[config.mk]
export PLATFORM = sky130hd
export DESIGN_NAME = nibble_link_frame_receiver_core
export DESIGN_NICKNAME = d
export VERILOG_FILES = /design/src/design/nlfr_pkg.sv /design/src/design/nlfr_sym_detect.sv /design/src/design/nlfr_framer.sv /design/src/design/nibble_link_frame_receiver_core.sv
export SDC_FILE = /design/constraint.sdc
export NUM_CORES = 1
export LEC_CHECK = 0
export BUFFER_PORTS_ARGS = -buffer_cell sky130_fd_sc_hd__buf_2
export CORE_ASPECT_RATIO = 0.6
export CORE_MARGIN = 2
export CORE_UTILIZATION = 30
export DETAILED_ROUTE_END_ITERATION = 8
export SYNTH_ARGS = -nofsm -noshare
export SYNTH_HDL_FRONTEND = slang
export SYNTH_HIERARCHICAL = 1
export SYNTH_SLANG_ARGS = --single-unit
[constraint.sdc]
create_clock -name clk_i -period 5.62 [get_ports clk_i]
set_input_delay 0.843 -clock clk_i [delete_from_list [all_inputs] [get_ports clk_i]]
set_output_delay 0.843 -clock clk_i [all_outputs]
set_load 0.1 [all_outputs]
[src/design/nlfr_pkg.sv]
// shared types and constants of the nibble link frame receiver
// no dependencies; used by nlfr_sym_detect, nlfr_framer and the top level
package nlfr_pkg;

  // framing codes on the line
  localparam logic [3:0] CODE_START_BYTE = 4'hB;
  localparam logic [3:0] CODE_END_BYTE   = 4'h9;
  localparam logic [3:0] CODE_START_SUM  = 4'hA;
  localparam logic [3:0] CODE_END_SUM    = 4'h8;

  localparam int unsigned  TIMEOUT_W     = 16;
  localparam logic [15:0]  TIMEOUT_RESET = 16'd80;
  localparam int unsigned  DATA_NIBBLES  = 3;

  typedef enum logic [2:0] {
    ST_OK          = 3'd0,
    ST_MISMATCH    = 3'd1,
    ST_NO_SUM      = 3'd2,
    ST_ORPHAN_END  = 3'd3,
    ST_WRONG_COUNT = 3'd4
  } status_e;

  // symbol handed from the line detector to the framer
  typedef struct packed {
    logic       valid;
    logic [3:0] code;
  } sym_t;

  // frame report handed from the framer to the result register
  typedef struct packed {
    logic       valid;
    status_e    status;
    logic [7:0] data_byte;
    logic       send_nak;
  } result_t;

endpackage

[src/design/nlfr_sym_detect.sv]
// line sample tracker: complement match, skip flag and resync timeout
// depends on nlfr_pkg
module nlfr_sym_detect #(
  parameter int unsigned TICK_COUNTER_WIDTH = 16
) (
  input  logic                          clk_i,
  input  logic                          rst_ni,
  input  logic                          en_i,
  input  logic [3:0]                    sample_i,
  input  logic [nlfr_pkg::TIMEOUT_W-1:0] timeout_i,
  output nlfr_pkg::sym_t                sym_o
);

  localparam int unsigned CMP_W = (TICK_COUNTER_WIDTH > nlfr_pkg::TIMEOUT_W) ?
                                  TICK_COUNTER_WIDTH : nlfr_pkg::TIMEOUT_W;

  logic [3:0]                    held_q, held_d;
  logic [TICK_COUNTER_WIDTH-1:0] ticks_q, ticks_d, elapsed;
  logic                          skip_q, skip_d;
  logic                          timeout_hit, match;

  always_comb begin
    elapsed     = (ticks_q != '1) ? ticks_q + 1'b1 : ticks_q;
    timeout_hit = CMP_W'(elapsed) >= CMP_W'(timeout_i);
    match       = (~sample_i) == held_q;
    held_d      = held_q;
    ticks_d     = ticks_q;
    skip_d      = skip_q;
    sym_o.valid = 1'b0;
    sym_o.code  = held_q;
    if (en_i) begin
      held_d = sample_i;
      if (timeout_hit) begin
        // resync: take the sample as reference, nothing else
        ticks_d = '0;
        skip_d  = 1'b0;
      end else begin
        ticks_d = match ? '0 : elapsed;
        if (match) begin
          skip_d      = ~skip_q;
          sym_o.valid = ~skip_q;
        end
      end
    end
  end

  always_ff @(posedge clk_i or negedge rst_ni) begin
    if (!rst_ni) begin
      held_q  <= '0;
      ticks_q <= '0;
      skip_q  <= 1'b0;
    end else begin
      held_q  <= held_d;
      ticks_q <= ticks_d;
      skip_q  <= skip_d;
    end
  end

endmodule

[src/design/nlfr_framer.sv]
// frame and checksum store with byte rebuild and status decision
// depends on nlfr_pkg
module nlfr_framer (
  input  logic              clk_i,
  input  logic              rst_ni,
  input  nlfr_pkg::sym_t    sym_i,
  output nlfr_pkg::result_t result_o
);

  logic       frame_open_q, frame_open_d, frame_closed_q, frame_closed_d;
  logic       sum_open_q, sum_open_d, sum_closed_q, sum_closed_d;
  logic [2:0] count_q, count_d;
  logic       sum_present_q, sum_present_d;
  logic [3:0] sum_q, sum_d;
  logic [3:0] nib_q [nlfr_pkg::DATA_NIBBLES];
  logic [3:0] nib_d [nlfr_pkg::DATA_NIBBLES];
  logic [7:0] rebuilt;
  logic [3:0] want;
  logic [3:0] c;

  always_comb begin
    rebuilt = {nib_q[0][2:0], 5'b0} | {2'b0, nib_q[1], 2'b0} | {5'b0, nib_q[2][3:1]};
    want    = 4'd8 - 4'($countones(rebuilt));
  end

  always_comb begin
    c              = sym_i.code;
    frame_open_d   = frame_open_q;
    frame_closed_d = frame_closed_q;
    sum_open_d     = sum_open_q;
    sum_closed_d   = sum_closed_q;
    count_d        = count_q;
    sum_present_d  = sum_present_q;
    sum_d          = sum_q;
    nib_d          = nib_q;
    result_o.valid     = 1'b0;
    result_o.status    = nlfr_pkg::ST_OK;
    result_o.data_byte = '0;
    result_o.send_nak  = 1'b0;
    if (sym_i.valid) begin
      if (c == nlfr_pkg::CODE_END_BYTE) frame_closed_d = 1'b1;
      if (frame_open_q && !frame_closed_d) begin
        if (count_q < 3'd3) nib_d[count_q[1:0]] = c;
        if (count_q < 3'd4) count_d = count_q + 3'd1;
      end
      if (c == nlfr_pkg::CODE_START_BYTE) begin
        frame_open_d   = 1'b1;
        frame_closed_d = 1'b0;
        count_d        = '0;
        sum_present_d  = 1'b0;
      end
      if (c == nlfr_pkg::CODE_END_SUM) begin
        sum_closed_d = 1'b1;
        sum_open_d   = 1'b0;
      end
      // only the first checksum nibble after a clear is kept
      if (sum_open_d && !sum_closed_d && !sum_present_d) begin
        sum_d         = c;
        sum_present_d = 1'b1;
      end
      if (c == nlfr_pkg::CODE_START_SUM) begin
        sum_open_d   = 1'b1;
        sum_closed_d = 1'b0;
      end
      if (c == nlfr_pkg::CODE_END_SUM) begin
        result_o.valid = 1'b1;
        priority if (!(frame_open_d && frame_closed_d)) begin
          result_o.status = nlfr_pkg::ST_ORPHAN_END;
        end else if (count_d != 3'd3) begin
          result_o.status = nlfr_pkg::ST_WRONG_COUNT;
        end else if (!sum_present_d) begin
          result_o.status = nlfr_pkg::ST_NO_SUM;
        end else if (sum_d == want) begin
          result_o.status    = nlfr_pkg::ST_OK;
          result_o.data_byte = rebuilt;
        end else begin
          result_o.status    = nlfr_pkg::ST_MISMATCH;
          result_o.data_byte = rebuilt;
        end
        result_o.send_nak = result_o.status != nlfr_pkg::ST_OK;
        count_d       = '0;
        sum_present_d = 1'b0;
      end
    end
  end

  always_ff @(posedge clk_i or negedge rst_ni) begin
    if (!rst_ni) begin
      frame_open_q   <= 1'b0;
      frame_closed_q <= 1'b0;
      sum_open_q     <= 1'b0;
      sum_closed_q   <= 1'b0;
      count_q        <= '0;
      sum_present_q  <= 1'b0;
    end else begin
      frame_open_q   <= frame_open_d;
      frame_closed_q <= frame_closed_d;
      sum_open_q     <= sum_open_d;
      sum_closed_q   <= sum_closed_d;
      count_q        <= count_d;
      sum_present_q  <= sum_present_d;
    end
  end

  // payload stores, read only after written
  always_ff @(posedge clk_i) begin
    sum_q <= sum_d;
    nib_q <= nib_d;
  end

endmodule

[src/design/nibble_link_frame_receiver_core.sv]
// nibble link frame receiver: top level with input and result registers
// depends on nlfr_pkg, nlfr_sym_detect and nlfr_framer
// a taken sample word waits in the input register until the result register is free
// throughput: one sample word per cycle; intake stops only while a result word is stalled
// reset (rst_ni, async, active low) clears the line tracker, frame flags and valids,
// and loads timeout_ticks with 80; no clearing pass is needed
module nibble_link_frame_receiver_core #(
  parameter int unsigned TICK_COUNTER_WIDTH = 16
) (
  input  logic        clk_i,
  input  logic        rst_ni,
  // sample stream
  input  logic        s_axis_tvalid,
  output logic        s_axis_tready,
  input  logic [7:0]  s_axis_tdata,   // [3:0] port_nibble, [7:4] zero
  // result stream
  output logic        m_axis_tvalid,
  input  logic        m_axis_tready,
  output logic [7:0]  m_axis_tdata,   // [7:0] data_byte
  output logic [3:0]  m_axis_tuser,   // [2:0] status, [3] send_nak
  // timeout_ticks register write
  input  logic        cfg_valid_i,
  output logic        cfg_ready_o,
  input  logic [15:0] cfg_data_i
);

  logic                   in_valid_q;
  logic [3:0]             in_sample_q;
  logic [15:0]            timeout_q;
  logic                   advance;
  logic                   out_valid_q, out_valid_d;
  nlfr_pkg::status_e      out_status_q;
  logic [7:0]             out_byte_q;
  logic                   out_nak_q;
  nlfr_pkg::sym_t         sym;
  nlfr_pkg::result_t      result;

  // the stored sample is processed once the result register can take its outcome
  assign advance       = in_valid_q && (!out_valid_q || m_axis_tready);
  assign s_axis_tready = !in_valid_q || advance;
  assign cfg_ready_o   = 1'b1;

  always_ff @(posedge clk_i or negedge rst_ni) begin
    if (!rst_ni) begin
      timeout_q <= nlfr_pkg::TIMEOUT_RESET;
    end else if (cfg_valid_i) begin
      timeout_q <= cfg_data_i;
    end
  end

  // input register
  always_ff @(posedge clk_i or negedge rst_ni) begin
    if (!rst_ni) begin
      in_valid_q <= 1'b0;
    end else if (s_axis_tready) begin
      in_valid_q <= s_axis_tvalid;
    end
  end

  always_ff @(posedge clk_i) begin
    if (s_axis_tvalid && s_axis_tready) begin
      in_sample_q <= s_axis_tdata[3:0];
    end
  end

  nlfr_sym_detect #(
    .TICK_COUNTER_WIDTH(TICK_COUNTER_WIDTH)
  ) u_sym_detect (
    .clk_i    (clk_i),
    .rst_ni   (rst_ni),
    .en_i     (advance),
    .sample_i (in_sample_q),
    .timeout_i(timeout_q),
    .sym_o    (sym)
  );

  nlfr_framer u_framer (
    .clk_i   (clk_i),
    .rst_ni  (rst_ni),
    .sym_i   (sym),
    .result_o(result)
  );

  // result register: loads on every processed sample, drains when taken
  always_comb begin
    out_valid_d = out_valid_q;
    if (advance) begin
      out_valid_d = result.valid;
    end else if (m_axis_tready) begin
      out_valid_d = 1'b0;
    end
  end

  always_ff @(posedge clk_i or negedge rst_ni) begin
    if (!rst_ni) begin
      out_valid_q <= 1'b0;
    end else begin
      out_valid_q <= out_valid_d;
    end
  end

  always_ff @(posedge clk_i) begin
    if (advance && result.valid) begin
      out_status_q <= result.status;
      out_byte_q   <= result.data_byte;
      out_nak_q    <= result.send_nak;
    end
  end

  assign m_axis_tvalid = out_valid_q;
  assign m_axis_tdata  = out_byte_q;
  assign m_axis_tuser  = {out_nak_q, out_status_q};

`ifndef SYNTH
  // nak request follows the status
  a_nak_matches_status: assert property (@(posedge clk_i) disable iff (!rst_ni)
    m_axis_tvalid |-> (out_nak_q == (out_status_q != nlfr_pkg::ST_OK)))
    else $error("send_nak disagrees with status");

  // no byte is reported with a framing error
  a_byte_zero_on_error: assert property (@(posedge clk_i) disable iff (!rst_ni)
    (m_axis_tvalid && (out_status_q == nlfr_pkg::ST_NO_SUM ||
     out_status_q == nlfr_pkg::ST_ORPHAN_END || out_status_q == nlfr_pkg::ST_WRONG_COUNT))
    |-> (out_byte_q == 8'd0))
    else $error("byte reported with framing error");

  // a new result only appears after a stored sample was processed
  a_result_from_sample: assert property (@(posedge clk_i) disable iff (!rst_ni)
    $rose(m_axis_tvalid) |-> $past(advance))
    else $error("result word without a processed sample");

  // results only on the end checksum code
  a_result_on_end_sum: assert property (@(posedge clk_i) disable iff (!rst_ni)
    result.valid |-> (sym.valid && sym.code == nlfr_pkg::CODE_END_SUM && advance))
    else $error("result outside end checksum symbol");
`endif

endmodule

* Word level (Yosys, flattened, before mapping) *
Index checks and enable logic that the tools add are counted.

word-level totals
  bits in latches = 0
  bits in registers = 79
  input bits = 29
  memories = 0
  bits in read-only memories = 0
  memory bits (writable) = 0

cells by class
  equality and inequality tests = 8
  bitwise logic cells = 9
  divide/modulo/power cells = 0
  $mul = 0
  reduce and logical (&&, ||, !) cells = 22
  $lt $le $gt $ge = 5
  multiplexer cells = 48
  add/sub/neg operators = 10
  shifts and indexed selects = 0

operator list
  operator                 count
  $mux W16                 3
  $mux W3                  10
  $mux W13                 2
  $mux W1                  24
  $mux W8                  3
  $add A16 B1 Y16 const B  1
  $eq A4 B4 Y1 const B     4
  $ge A16 B16 Y1           1
  $ne A16 B16 Y1 const B   1
  $add A4 B4 Y4            3
  $bwmux W12               1
  $mux W4                  3
  $mux W9                  1
  $add A1 B1 Y2            4
  $demux W4 S2             1
  $eq A4 B4 Y1             2
  $logic_and A1 B1 Y1      8
  $or A8 B3 Y8             1
  $or A8 B6 Y8             1
  $logic_not A1 Y1         5
  $not A1 Y1               5
  $reduce_or A5 Y1         1
  $not A4 Y4               1
  $reduce_and A2 Y1        2
  other kinds (12)         14

* Logic depth before layout (Yosys ltp) *
Gate-level depths: netlist of the first run.

  depth after elaboration = 22
  depth in mapped cells = 17
  mapped depth without buffers = 17

* Hierarchy *
The synthesis of the first run kept the hierarchy.

modules (own cells, without submodules)
  module                           cells each  area each (um^2)  times used
  nlfr_sym_detect                  203         1,813.0           1
  nlfr_framer                      129         1,435.1           1
  nibble_link_frame_receiver_core  63          1,247.4           1

* Least setup slack after synthesis of the first run *
No wires, ideal clock.

  path type = flip-flop to flip-flop
  start = register u_sym_detect.ticks_q[0]
  end = register out_byte_q[0], in the netlist m_axis_tdata[0], enable pin
  path slack = 962 ps
  arrival time = 4,276 ps
  stages on the path, launching flop included = 16
  path through = dfrtp_1 -> ha_1 -> nand2_1 -> nor3_2 -> nand2_1 -> mux2_1 -> ha_1 -> a2111o_1 -> a32oi_2 -> nand2_1 -> nor3_1 -> and2_1 -> nand2_1 -> inv_1 -> nand2_1 -> nor2b_1

RTL lines
  what                      line                                    source
  start: declaration        nlfr_sym_detect.sv:18                   logic [TICK_COUNTER_WIDTH-1:0] ticks_q, ticks_d, elapsed;
  start signal: assignment  nlfr_sym_detect.sv:54                   ticks_q <= ticks_d;
  end signal: assignment    nibble_link_frame_receiver_core.sv:105  out_byte_q <= result.data_byte;
  end: declaration          nibble_link_frame_receiver_core.sv:33   logic [7:0] out_byte_q;

==> reports/qor.yml, run 1 <==
grt_usage: 0.122
required_ns: 5.66
synth.most_common_cell: "dfrtp_1"
path_cells: "ha_1 -> nand2_1 -> nor3_2 -> nand2_1 -> mux2_1 -> ha_1 -> a2111o_1 -> a32oi_2 -> nand2_1 -> nor3_1 -> buf_4 -> and2_1 -> nand2_1 -> inv_1 -> nand2_1 -> nor2b_1 -> buf_4"
min_to: "u_framer/sum_closed_q"
rr_worst_depth: 17
nFillCells: 1440
worst_setup_path_start_kind: "register"
reg2reg_to: "m_axis_tdata[4]"
fin_skew_ns: 0.0146
synthTopCellsByArea: "dfrtp_1 (25%), edfxtp_1 (20%), ha_1 (7.0%)"
fp-row-count: 34
ctsResizeCount: 0
hold_buffers: 0
grt_first_pass_wirelength_um: 15400
worst_path_max_delay_cell: "dfrtp_1"
fmax_mhz: 219
ys_seq_area_frac: 0.463
worst-path-buf-inv: 3
cp.arrival_ns: 4.61
synth_edf_count: 30
drive_gt1_frac: 0.251
yosysTopAreaCell: "dfrtp_1"
initial_core_util: 0.309
rsz0062_at_grt: "no"
drt_first_pass_iters: 4
fin_nets: 495
hp-start: "u_framer/sum_closed_q"
drcViolationCount: 0
hold_path_class: "reg -> reg"
grt-busiest-layer: "met1"
htreeDepth: 3
synth_ff_type: "dfrtp_1"
wirelength_um: 9210
place_congestion: 0.861
fin_crit_sh: 0.813
fin_crit_ns: 4.57
grt-ovfl-total: 0
async_flop_share: 0.610
synth_top_area_frac: 0.250
yosys-top-cells-count: "dfrtp_1 (45), inv_1 (33), edfxtp_1 (30)"
register_area_sq_mm: 0.00208
grt_pass1_vias: 3033
multi_input_area_sq_mm: 0.00219
power.density_mw_per_mm2: 311
clock_latency_ns: 0.34
io-pin-count: 44
cp_max_fo: 12
die_y_um: 98.8
wl_per_cell_um: 14.4
grt_max_degree: 48
yosysUniqueCellTypes: 77
vias: 3159
maxSlewHeadroom: 0.352
postLayoutCoreUtil: 0.357
min_path_cells: 2
area_growth_pct: 15.4
antenna_found_initial: 0
crit_type: "reg -> reg"
post_cts_buffers: 0
clockBufferDepth: 2
cp_top_family: "simple AND/OR/NAND/NOR gates"
slowest_delay_ns: 0.45
portBuffers: 38
total_power_uw: 1610
syn_nets: 453
netlist_area_sq_mm: 0.00450
synth_cells: 395
maxCapViolCount: 0
ir_drop_v: 0.000150
core-area_sq_mm: 0.0145
setup_viol: 0
use_met1: 0.189
cts_tree: "built"
setup_tns_ns: 0
dieArea_sq_mm: 0.0160
cts.sinks: 77
avgSynthCellArea_sq_um: 11.4
drt-initial-drc-count: 177
tightest_slew_ns: 0.968
hold_viol: 0
crit_path_end_kind: "register"
grt_use_met3: 0.0345
antennaDiodeCount: 0
synth_seq_cells: 77
cpMostUsedCell: "nand2_1"
ys_warn_count: 6
dp_hpwl_um: 6870
status: "completed"
vias_per_cell: 4.94
numCtsBuffers: 9
cts-root-buf: "clkbuf_16"
r2r_slack_ns: 1.05
final_antenna_net_count: 0
r2r-start: "u_sym_detect/ticks_q[0]"
die_x_um: 162
power.leakage_uw: 0.00220
met2_usage: 0.164
slew_violations: 0
clk_pin_slew_ns: 0.06
worst max-delay path by stage:
| stage | depth (start not counted) | to | from |
|---|---|---|---|
| floorplan | 15 | m_axis_tdata[0] | u_sym_detect/ticks_q[0] |
| global placement | 17 | m_axis_tdata[0] | u_sym_detect/ticks_q[0] |
| detailed placement | 17 | m_axis_tdata[4] | u_sym_detect/ticks_q[0] |
| CTS | 17 | m_axis_tdata[2] | u_sym_detect/ticks_q[0] |
| global route | 18 | m_axis_tdata[4] | u_sym_detect/ticks_q[0] |
| finish | 17 | m_axis_tdata[4] | u_sym_detect/ticks_q[0] |
where the power goes:
part           switching (uW)  total (uW)  internal [uW]  leakage (uW)
combinational             155         299            144       0.00121
clock                     245         595            350      0.000153
sequential               79.1         719            640      0.000840
worst register-to-register path: stages, from the launching register on:
cell      delay [ns]
dfrtp_1         0.45
ha_1            0.23
nand2_1         0.14
nor3_2          0.32
nand2_1         0.23
mux2_1          0.39
ha_1            0.28
a2111o_1        0.37
a32oi_2         0.33
nand2_1         0.14
nor3_1          0.24
buf_4           0.24
and2_1          0.21
nand2_1         0.18
inv_1           0.14
nand2_1         0.08
nor2b_1         0.11
buf_4           0.21
cell usage in the layout (no fill, tap or decap), drive strengths merged, types with 7 or more instances in the layout:
master / Yosys / routed
nand2: 26 / 26
o21ai: 11 / 11
a31oi: 13 / 13
and2: 15 / 15
xnor2: 10 / 10
nor3: 7 / 7
edfxtp: 30 / 30
mux2: 28 / 28
clkbuf: 3 / 9
ha: 25 / 25
buf: 10 / 44
a21oi: 17 / 17
dfrtp: 45 / 45
nand4: 7 / 7
inv: 33 / 37
nand3: 13 / 13
nor2: 19 / 19
sequential cells by signal, summed over array words and instances (netlist names), 3 cells and up:
signal,flops
timeout_q,16
u_sym_detect/ticks_q,16
u_framer/nib_q,10
m_axis_tdata,8
in_sample_q,4
u_framer/sum_q,4
u_sym_detect/held_q,4
out_status_q,3
u_framer/count_q,3
per-stage QoR:
| step | hold WS, ns | setup slack (ns) | instance area (sq um) | cells |
|---|---|---|---|---|
| 2_1_floorplan | 0.463 | 0.962 | 4500 | 395 |
| 4_1_cts | 0.500 | 1.16 | 5190 | 640 |
| 6_report | 0.506 | 1.05 | 5190 | 640 |
| 3_3_place_gp | 0.484 | 1.21 | 4880 | 624 |
| 3_5_place_dp | 0.485 | 1.20 | 4880 | 624 |
| 5_1_grt | 0.531 | 0.682 | 5190 | 640 |
area by class of cell:
type	instances	area share
multi-input cells	271	0.423
repair buffers	44	0.0453
flip-flops and latches	77	0.401
well taps	198	0.0478
clock inverters	7	0.0150
clock buffers	9	0.0434
inverters	34	0.0246
cell families (layout without fill, tap and decap cells):
family / after synthesis / in the layout / share of synthesized area
flip-flops: 77 / 77 / 0.463
AND/OR/NAND/NOR: 119 / 119 / 0.159
buffers and inverters: 47 / 94 / 0.0512
AO/OA/AOI/OAI: 79 / 79 / 0.129
other: 1 / 1 / 0.000834
XOR/XNOR: 15 / 15 / 0.0292
adder cells (fa/ha/maj): 29 / 29 / 0.0874
multiplexers: 28 / 28 / 0.0802
metal layers:
| layer | vias to the layer above | part of all wire |
|---|---|---|
| li1 | 1534 | - |
| met2 | 95 | 0.40 |
| met3 | 11 | 0.061 |
| met1 | 1519 | 0.53 |
| met5 | - | 0 |
| met4 | 0 | 0.011 |
Note: power is estimated with default switching activity, not from simulation.
==> inputs of run 2 (changes only) <==
--- a/config.mk
+++ b/config.mk
@@ -5,6 +5,7 @@
 export SDC_FILE = /design/constraint.sdc
 export NUM_CORES = 1
 export LEC_CHECK = 0
+export ABC_AREA = 1
 export BUFFER_PORTS_ARGS = -buffer_cell sky130_fd_sc_hd__buf_2
 export CORE_ASPECT_RATIO = 0.6
 export CORE_MARGIN = 2
==> constraint.sdc (replaced) <==
create_clock -name clk_i -period 4.1 [get_ports clk_i]
set_input_delay 0.615 -clock clk_i [delete_from_list [all_inputs] [get_ports clk_i]]
set_output_delay 0.615 -clock clk_i [all_outputs]
set_load 0.1 [all_outputs]
==> reports/qor.yml, run 2 <==
status: "completed"
portBuffers: 38  # unchanged
synth_seq_cells: 77  # unchanged
core-area_sq_mm: 0.0153  # +5.0%
synth_cells: 541  # +37%
post_dp_cell_area_sq_mm: 0.00508  # +3.9%
clock_latency_ns: 0.34  # about the same
grt_pass1_vias: 3211  # +5.9%
cp_max_fo: 6  # -6
drcViolationCount: 0  # unchanged
hold_buffers: 0  # unchanged
synth.most_common_cell: "nand2_1"
place_congestion: 0.840  # -2.4%
crit_path_end_kind: "register"
mostFrequentLayoutCell: "nand2_1"
yosys-top-cells-count: "nand2_1 (144), inv_1 (84), dfrtp_1 (45)"
fin_crit_sh: 0.897  # +0.0837
crit_path_start: "u_sym_detect/ticks_q[0]"
wirelength_um: 9530  # +3.5%
required_ns: 4.09  # -1.57 ns
grt-ovfl-total: 0  # unchanged
maxCapViolCount: 0  # unchanged
dp.cells: 776  # +24%
die_x_um: 165  # +1.9%
tightest_slew_ns: 0.615  # -0.354 ns
drt-initial-drc-count: 196  # +11%
initial_core_util: 0.306  # -0.00314
avgSynthCellArea_sq_um: 8.64  # -24%
final_cell_count_no_fill: 792  # +24%
final_antenna_net_count: 0  # unchanged
io-pin-count: 44  # unchanged
design_area_sq_mm: 0.00539  # +4.0%
post_cts_buffers: 0  # unchanged
power.leakage_uw: 0.00251  # +14%
syn_nets: 599  # +32%
grt_max_degree: 48  # unchanged
die_y_um: 101  # +1.9%
grt_usage: 0.128  # +0.00594
drive_gt1_frac: 0.224  # -0.0270
clk_pin_slew_ns: 0.06  # about the same
yosysTopAreaCell: "dfrtp_1"
ir_drop_v: 0.000207  # +38%
vias: 3475  # +10%
fp-row-count: 35  # +2.9%
fin_skew_ns: 0.00828  # -0.00631 ns
htreeDepth: 3  # unchanged
maxSlewHeadroom: 0.590  # +0.239
netlist_area_sq_mm: 0.00467  # +4.0%
rsz0062_at_grt: "no"
r2r-start: "u_sym_detect/ticks_q[0]"
reg_top3: "timeout_q: 16 flops, u_sym_detect/ticks_q: 16 flops, u_framer/nib_q: 10 flops"
cts.sinks: 77  # unchanged
synth_ff_type: "dfrtp_1"
fin_nets: 642  # +30%
crit_type: "reg -> reg"
synthTopCellsByArea: "dfrtp_1 (24%), edfxtp_1 (19%), nand2_1 (12%)"
area_growth_pct: 15.4  # about the same
async_flop_share: 0.610  # unchanged
ys_seq_area_frac: 0.445  # -0.0177
synth_edf_count: 30  # unchanged
setup_tns_ns: 0  # unchanged
total_power_uw: 2450  # +52%
drt_first_pass_iters: 5  # +1
antenna_found_initial: 0  # unchanged
power.density_mw_per_mm2: 455  # +46%
slew_violations: 0  # unchanged
dieArea_sq_mm: 0.0166  # +3.9%
layout_common_cells: "nand2_1 (144), inv_1 (84), dfrtp_1 (45), buf_2 (38), edfxtp_1 (30)"
ctsResizeCount: 0  # unchanged
postLayoutCoreUtil: 0.353  # -0.00371
worst_setup_path_start_kind: "register"
fin_crit_ns: 3.68  # -0.893 ns
hold_path_class: "in -> async"
setup_viol: 0  # unchanged
cts_tree: "built"
wl_per_cell_um: 12.0  # -16%
antennaDiodeCount: 0  # unchanged
cp.arrival_ns: 3.67  # -0.94 ns
clockBufferDepth: 2  # unchanged
yosysUniqueCellTypes: 42  # -45%
dp_hpwl_um: 7390  # +7.6%
cts-root-buf: "clkbuf_16"
synth_top_area_frac: 0.241  # -0.00959
ys_warn_count: 6  # unchanged
grt_first_pass_wirelength_um: 16400  # +6.2%
vias_per_cell: 4.39  # -11%
hold_viol: 0  # unchanged
fmax_mhz: 272  # +24%
numCtsBuffers: 9  # unchanged
==> run 2: layout make-up <==
cell class	count	area [sq um]
fillers	1571	9890
repair buffers	42	220
clock buffers	10	229
well taps	203	254
multi-input cells	361	2170
inverters	93	354
flip-flops and latches	77	2080
clock inverters	6	86.3
==> run 2: per-stage QoR <==
stage	setup WS, ns	hold WS (ns)
after floorplan	0.535	0.319
after global placement	0.534	0.462
after detailed placement	0.462	0.469
after CTS	0.437	0.397
after global routing	0.0648	0.411
final	0.423	0.355
==> run 2: critical path, cell delays in order (launching register included) <==
cell and delay [ns]:
dfrtp_1 0.44, ha_1 0.29, nand2_2 0.11, nor2_2 0.19, nand2_1 0.11, nor2_4 0.13, nand2_1 0.10, nand2_1 0.07
nand2_1 0.09, ha_1 0.30, nand2_1 0.07, nand2_1 0.05, nand2_1 0.05, nand2_1 0.04, nand2_1 0.05, nand2_1 0.06
nand2_1 0.10, nand3_1 0.11, inv_1 0.08, inv_1 0.11, nor3_1 0.21, o21ai_0 0.19, nor2_1 0.36
==> run 2: cells by family (layout without fill, tap and decap cells) <==
| kind of cell | Yosys count | count (layout) | share of synthesized area |
|---|---|---|---|
| DFF | 77 | 77 | 0.445 |
| buffers and inverters | 103 | 151 | 0.0910 |
| other | 1 | 1 | 0.000802 |
| adders and majority gates | 29 | 29 | 0.0840 |
| and+or+nand+nor | 261 | 261 | 0.277 |
| AOI/OAI and AO/OA | 61 | 61 | 0.0857 |
| xor gates and xnor gates | 9 | 9 | 0.0169 |
==> run 2: power by group <==
group	switching [uW]	internal [uW]	leakage (uW)	total, uW
clock	313	533	0.000153	846
sequential	88.2	885	0.000844	974
combinational	409	223	0.00151	632
==> run 2: per-layer routing <==
metal / GRT usage / wire [um]
met4: 0.0321 / 107
met3: 0.0321 / 450
met2: 0.164 / 3340
met5: 0 / 0
met1: 0.207 / 5630
==> run 2: path summary, 6_finish.rpt <==
kind                                            to  slack, ns  cells after the start
setup reg to reg                 u_framer/nib_q[7]       0.42                     22
hold / removal                        timeout_q[2]       0.35                      2
min in group clk_i                  in_sample_q[2]       0.45                      1
setup / recovery                 u_framer/nib_q[7]       0.42                     22
max in group asynchronous  u_sym_detect/ticks_q[6]       3.29                      2
hold reg to reg                u_sym_detect/skip_q       0.48                      2
==> inputs of run 3 (changes only) <==
--- a/config.mk
+++ b/config.mk
@@ -5,12 +5,13 @@
 export SDC_FILE = /design/constraint.sdc
 export NUM_CORES = 1
 export LEC_CHECK = 0
-export ABC_AREA = 1
+export ABC_AREA = 0
 export BUFFER_PORTS_ARGS = -buffer_cell sky130_fd_sc_hd__buf_2
 export CORE_ASPECT_RATIO = 0.6
 export CORE_MARGIN = 2
 export CORE_UTILIZATION = 30
 export DETAILED_ROUTE_END_ITERATION = 8
+export MAX_ROUTING_LAYER = met4
 export SYNTH_ARGS = -nofsm -noshare
 export SYNTH_HDL_FRONTEND = slang
 export SYNTH_HIERARCHICAL = 1
==> reports/qor.yml, run 3 (synthesis gave the netlist of run 1 again) <==
wirelength_um: 9800  # +2.9%
min_to: "in_sample_q[3]"
status: "completed"
hold_path_class: "in -> reg"
reg_top3: "timeout_q: 16 flops, u_sym_detect/ticks_q: 16 flops, u_framer/nib_q: 10 flops"
maxCapViolCount: 0  # unchanged
drcViolationCount: 0  # unchanged
rsz0062_at_grt: "no"
antenna_found_initial: 0  # unchanged
required_ns: 4.14  # +0.05 ns
nFillCells: 1449  # -7.8%
antennaDiodeCount: 0  # unchanged
drt_first_pass_iters: 4  # -1
cp_max_fo: 12  # +6
wl_per_cell_um: 15.2  # +26%
vias: 3162  # -9.0%
portBuffers: 38  # unchanged
fin_crit_ns: 3.83  # +0.154 ns
reg2reg_to: "out_status_q[1]"
fin_skew_ns: 0.00826  # -0.0000252 ns
hp-start: "s_axis_tdata[3]"
vias_per_cell: 4.90  # +12%
setup_viol: 0  # unchanged
clock_latency_ns: 0.33  # about the same
layout_common_cells: "dfrtp_1 (42), buf_2 (38), inv_1 (32), edfxtp_1 (30), ha_1 (24)"
p_comb_frac: 0.210  # -0.048
grt_usage: 0.131  # +0.00337
fin_nets: 500  # -22%
power.net_switching_uw: 655  # -19%
path_cells: "nand4_2 -> nor3_4 -> nand2_2 -> mux2_1 -> ha_1 -> a2111o_1 -> a32oi_2 -> nand2_1 -> nor3_4 -> and2_4 -> nand2_1 -> inv_2 -> nand2_1 -> nor2b_2 -> buf_12"
dp_hpwl_um: 7100  # -3.9%
min_path_cells: 1
cpMostUsedCell: "nand2_1"
die_y_um: 98.8  # -1.9%
r2r-start: "u_sym_detect/ticks_q[15]"
grt_pass1_vias: 3031  # -5.6%
ir_drop_v: 0.000228  # +9.9%
cts-root-buf: "clkbuf_16"
p_seq_frac: 0.458  # +0.061
crit_type: "reg -> reg"
hold_viol: 0  # unchanged
p_sw_frac: 0.304  # -0.0268
pre_cts_slack_ns: 0.0803  # -0.382 ns
r2r_slack_ns: 0.27  # -0.15 ns
io-pin-count: 44  # unchanged
fp-row-count: 34  # -2.9%
initial_core_util: 0.309  # +0.00314
fin_crit_sh: 0.935  # +0.0377
clockBufferDepth: 2  # unchanged
rr_worst_depth: 15  # -32%
power.density_mw_per_mm2: 407  # -10%
crit_path_end_kind: "register"
final_antenna_net_count: 0  # unchanged
area_growth_pct: 17.7
grt-ovfl-total: 0  # unchanged
setup_tns_ns: 0  # unchanged
drt-initial-drc-count: 220  # +12%
power.leakage_uw: 0.00226  # -9.9%
clockPowerShare: 0.332  # -0.013
grt_first_pass_wirelength_um: 16000  # -2.6%
cts.sinks: 77  # unchanged
multi_input_area_sq_mm: 0.00228  # +5.0%
fmax_mhz: 261  # -4.0%
cts_tree: "built"
finalWorstSetupSlack_ns: 0.268  # -0.154 ns
maxSlewHeadroom: 0.265  # -0.326
dieArea_sq_mm: 0.0160  # -3.7%
numCtsBuffers: 9  # unchanged
mostFrequentLayoutCell: "dfrtp_1"
htreeDepth: 3  # unchanged
slowest_delay_ns: 0.43  # about the same
die_x_um: 162  # -1.9%
core-area_sq_mm: 0.0145  # -4.8%
register_area_sq_mm: 0.00208  # +0.18%
worst_setup_path_start_kind: "register"
cp_top_family: "simple AND/OR/NAND/NOR gates"
grt_max_degree: 48  # unchanged
power.internal_uw: 1500  # -8.6%
slew_violations: 0  # unchanged
cp.arrival_ns: 3.87  # +0.20 ns
drive_gt1_frac: 0.293  # +0.0690
place_congestion: 0.866  # +3.1%
tightest_slew_ns: 1.10  # +0.488 ns
worst-path-buf-inv: 2  # unchanged
clk_pin_slew_ns: 0.06  # about the same
worst_path_max_delay_cell: "dfrtp_1"
-- run 3: cell count changes in the layout (fill, tap and decap cells not counted), moves of 8 or more --
cell,change
nand2_1,-121
inv_1,-52
nand2_2,-17
o21ai_0,-16
mux2_2,+15
a31oi_1,+12
and2_1,+12
mux2_4,+12
nand3_1,-11
nor2_2,-10
xnor2_1,+9
a21oi_1,+8
-- run 3: layout make-up --
class / count / share of cell area
repair buffers: 49 / 0.0539
clock inverters: 6 / 0.00757
inverters: 34 / 0.0241
multi-input cells: 271 / 0.431
well taps: 198 / 0.0468
flip-flops and latches: 77 / 0.394
clock buffers: 10 / 0.0433
-- run 3: how the worst max path moves through the flow --
stage	start	endpoint	slack, ns	cells after the start
after detailed placement	u_sym_detect/ticks_q[3]	out_status_q[1]	0.08	16
after floorplan	u_sym_detect/ticks_q[0]	m_axis_tdata[0]	0.03	15
after global placement	u_sym_detect/ticks_q[1]	out_status_q[2]	0.17	18
after CTS	u_sym_detect/ticks_q[3]	out_status_q[1]	0.04	16
final	u_sym_detect/ticks_q[15]	out_status_q[1]	0.27	15
after global routing	u_sym_detect/ticks_q[1]	out_status_q[1]	0.04	18
-- run 3: what timing repair did --
item,CTS,global route
setup endpoints to repair,0,34
hold buffers,0,0
setup buffers,0,2
gates resized for setup,0,19
-- run 3: worst register-to-register path, stage by stage, from the launching register on --
cell and delay, ns:
dfrtp_1 0.43, nand4_2 0.23, nor3_4 0.31, nand2_2 0.15, mux2_1 0.37, ha_1 0.29
a2111o_1 0.39, a32oi_2 0.24, nand2_1 0.14, nor3_4 0.22, and2_4 0.19, nand2_1 0.08
inv_2 0.11, nand2_1 0.09, nor2b_2 0.16, buf_12 0.16
-- run 3: through the flow --
step | hold slack (ns) | power (uW) | area (sq um) | util | std cells
CTS | 0.464 | 2160 | 5200 | 0.358 | 643
detailed placement | 0.490 | 1430 | 4930 | 0.339 | 627
global route | 0.459 | 2290 | 5290 | 0.364 | 645
finish | 0.474 | 2160 | 5290 | 0.364 | 645
floorplan | 0.319 | 1310 | 4510 | - | 395
global placement | 0.485 | 1410 | 4930 | 0.339 | 627
-- run 3: power groups by stage --
stage	Clock (uW)	Sequential, uW	Combinational, uW
after floorplan	0	950	356
after detailed placement	0	996	430
after global routing	777	1000	509
after global placement	0	990	418
after CTS	745	982	433
final	715	987	453
-- run 3: routing by layer --
metal	share of wire	vias to the layer above	global-route usage
met5	0	-	-
met3	0.051	9	0.0362
met4	0.0092	0	0.0306
met1	0.55	1550	0.198
met2	0.39	68	0.171
li1	-	1535	-
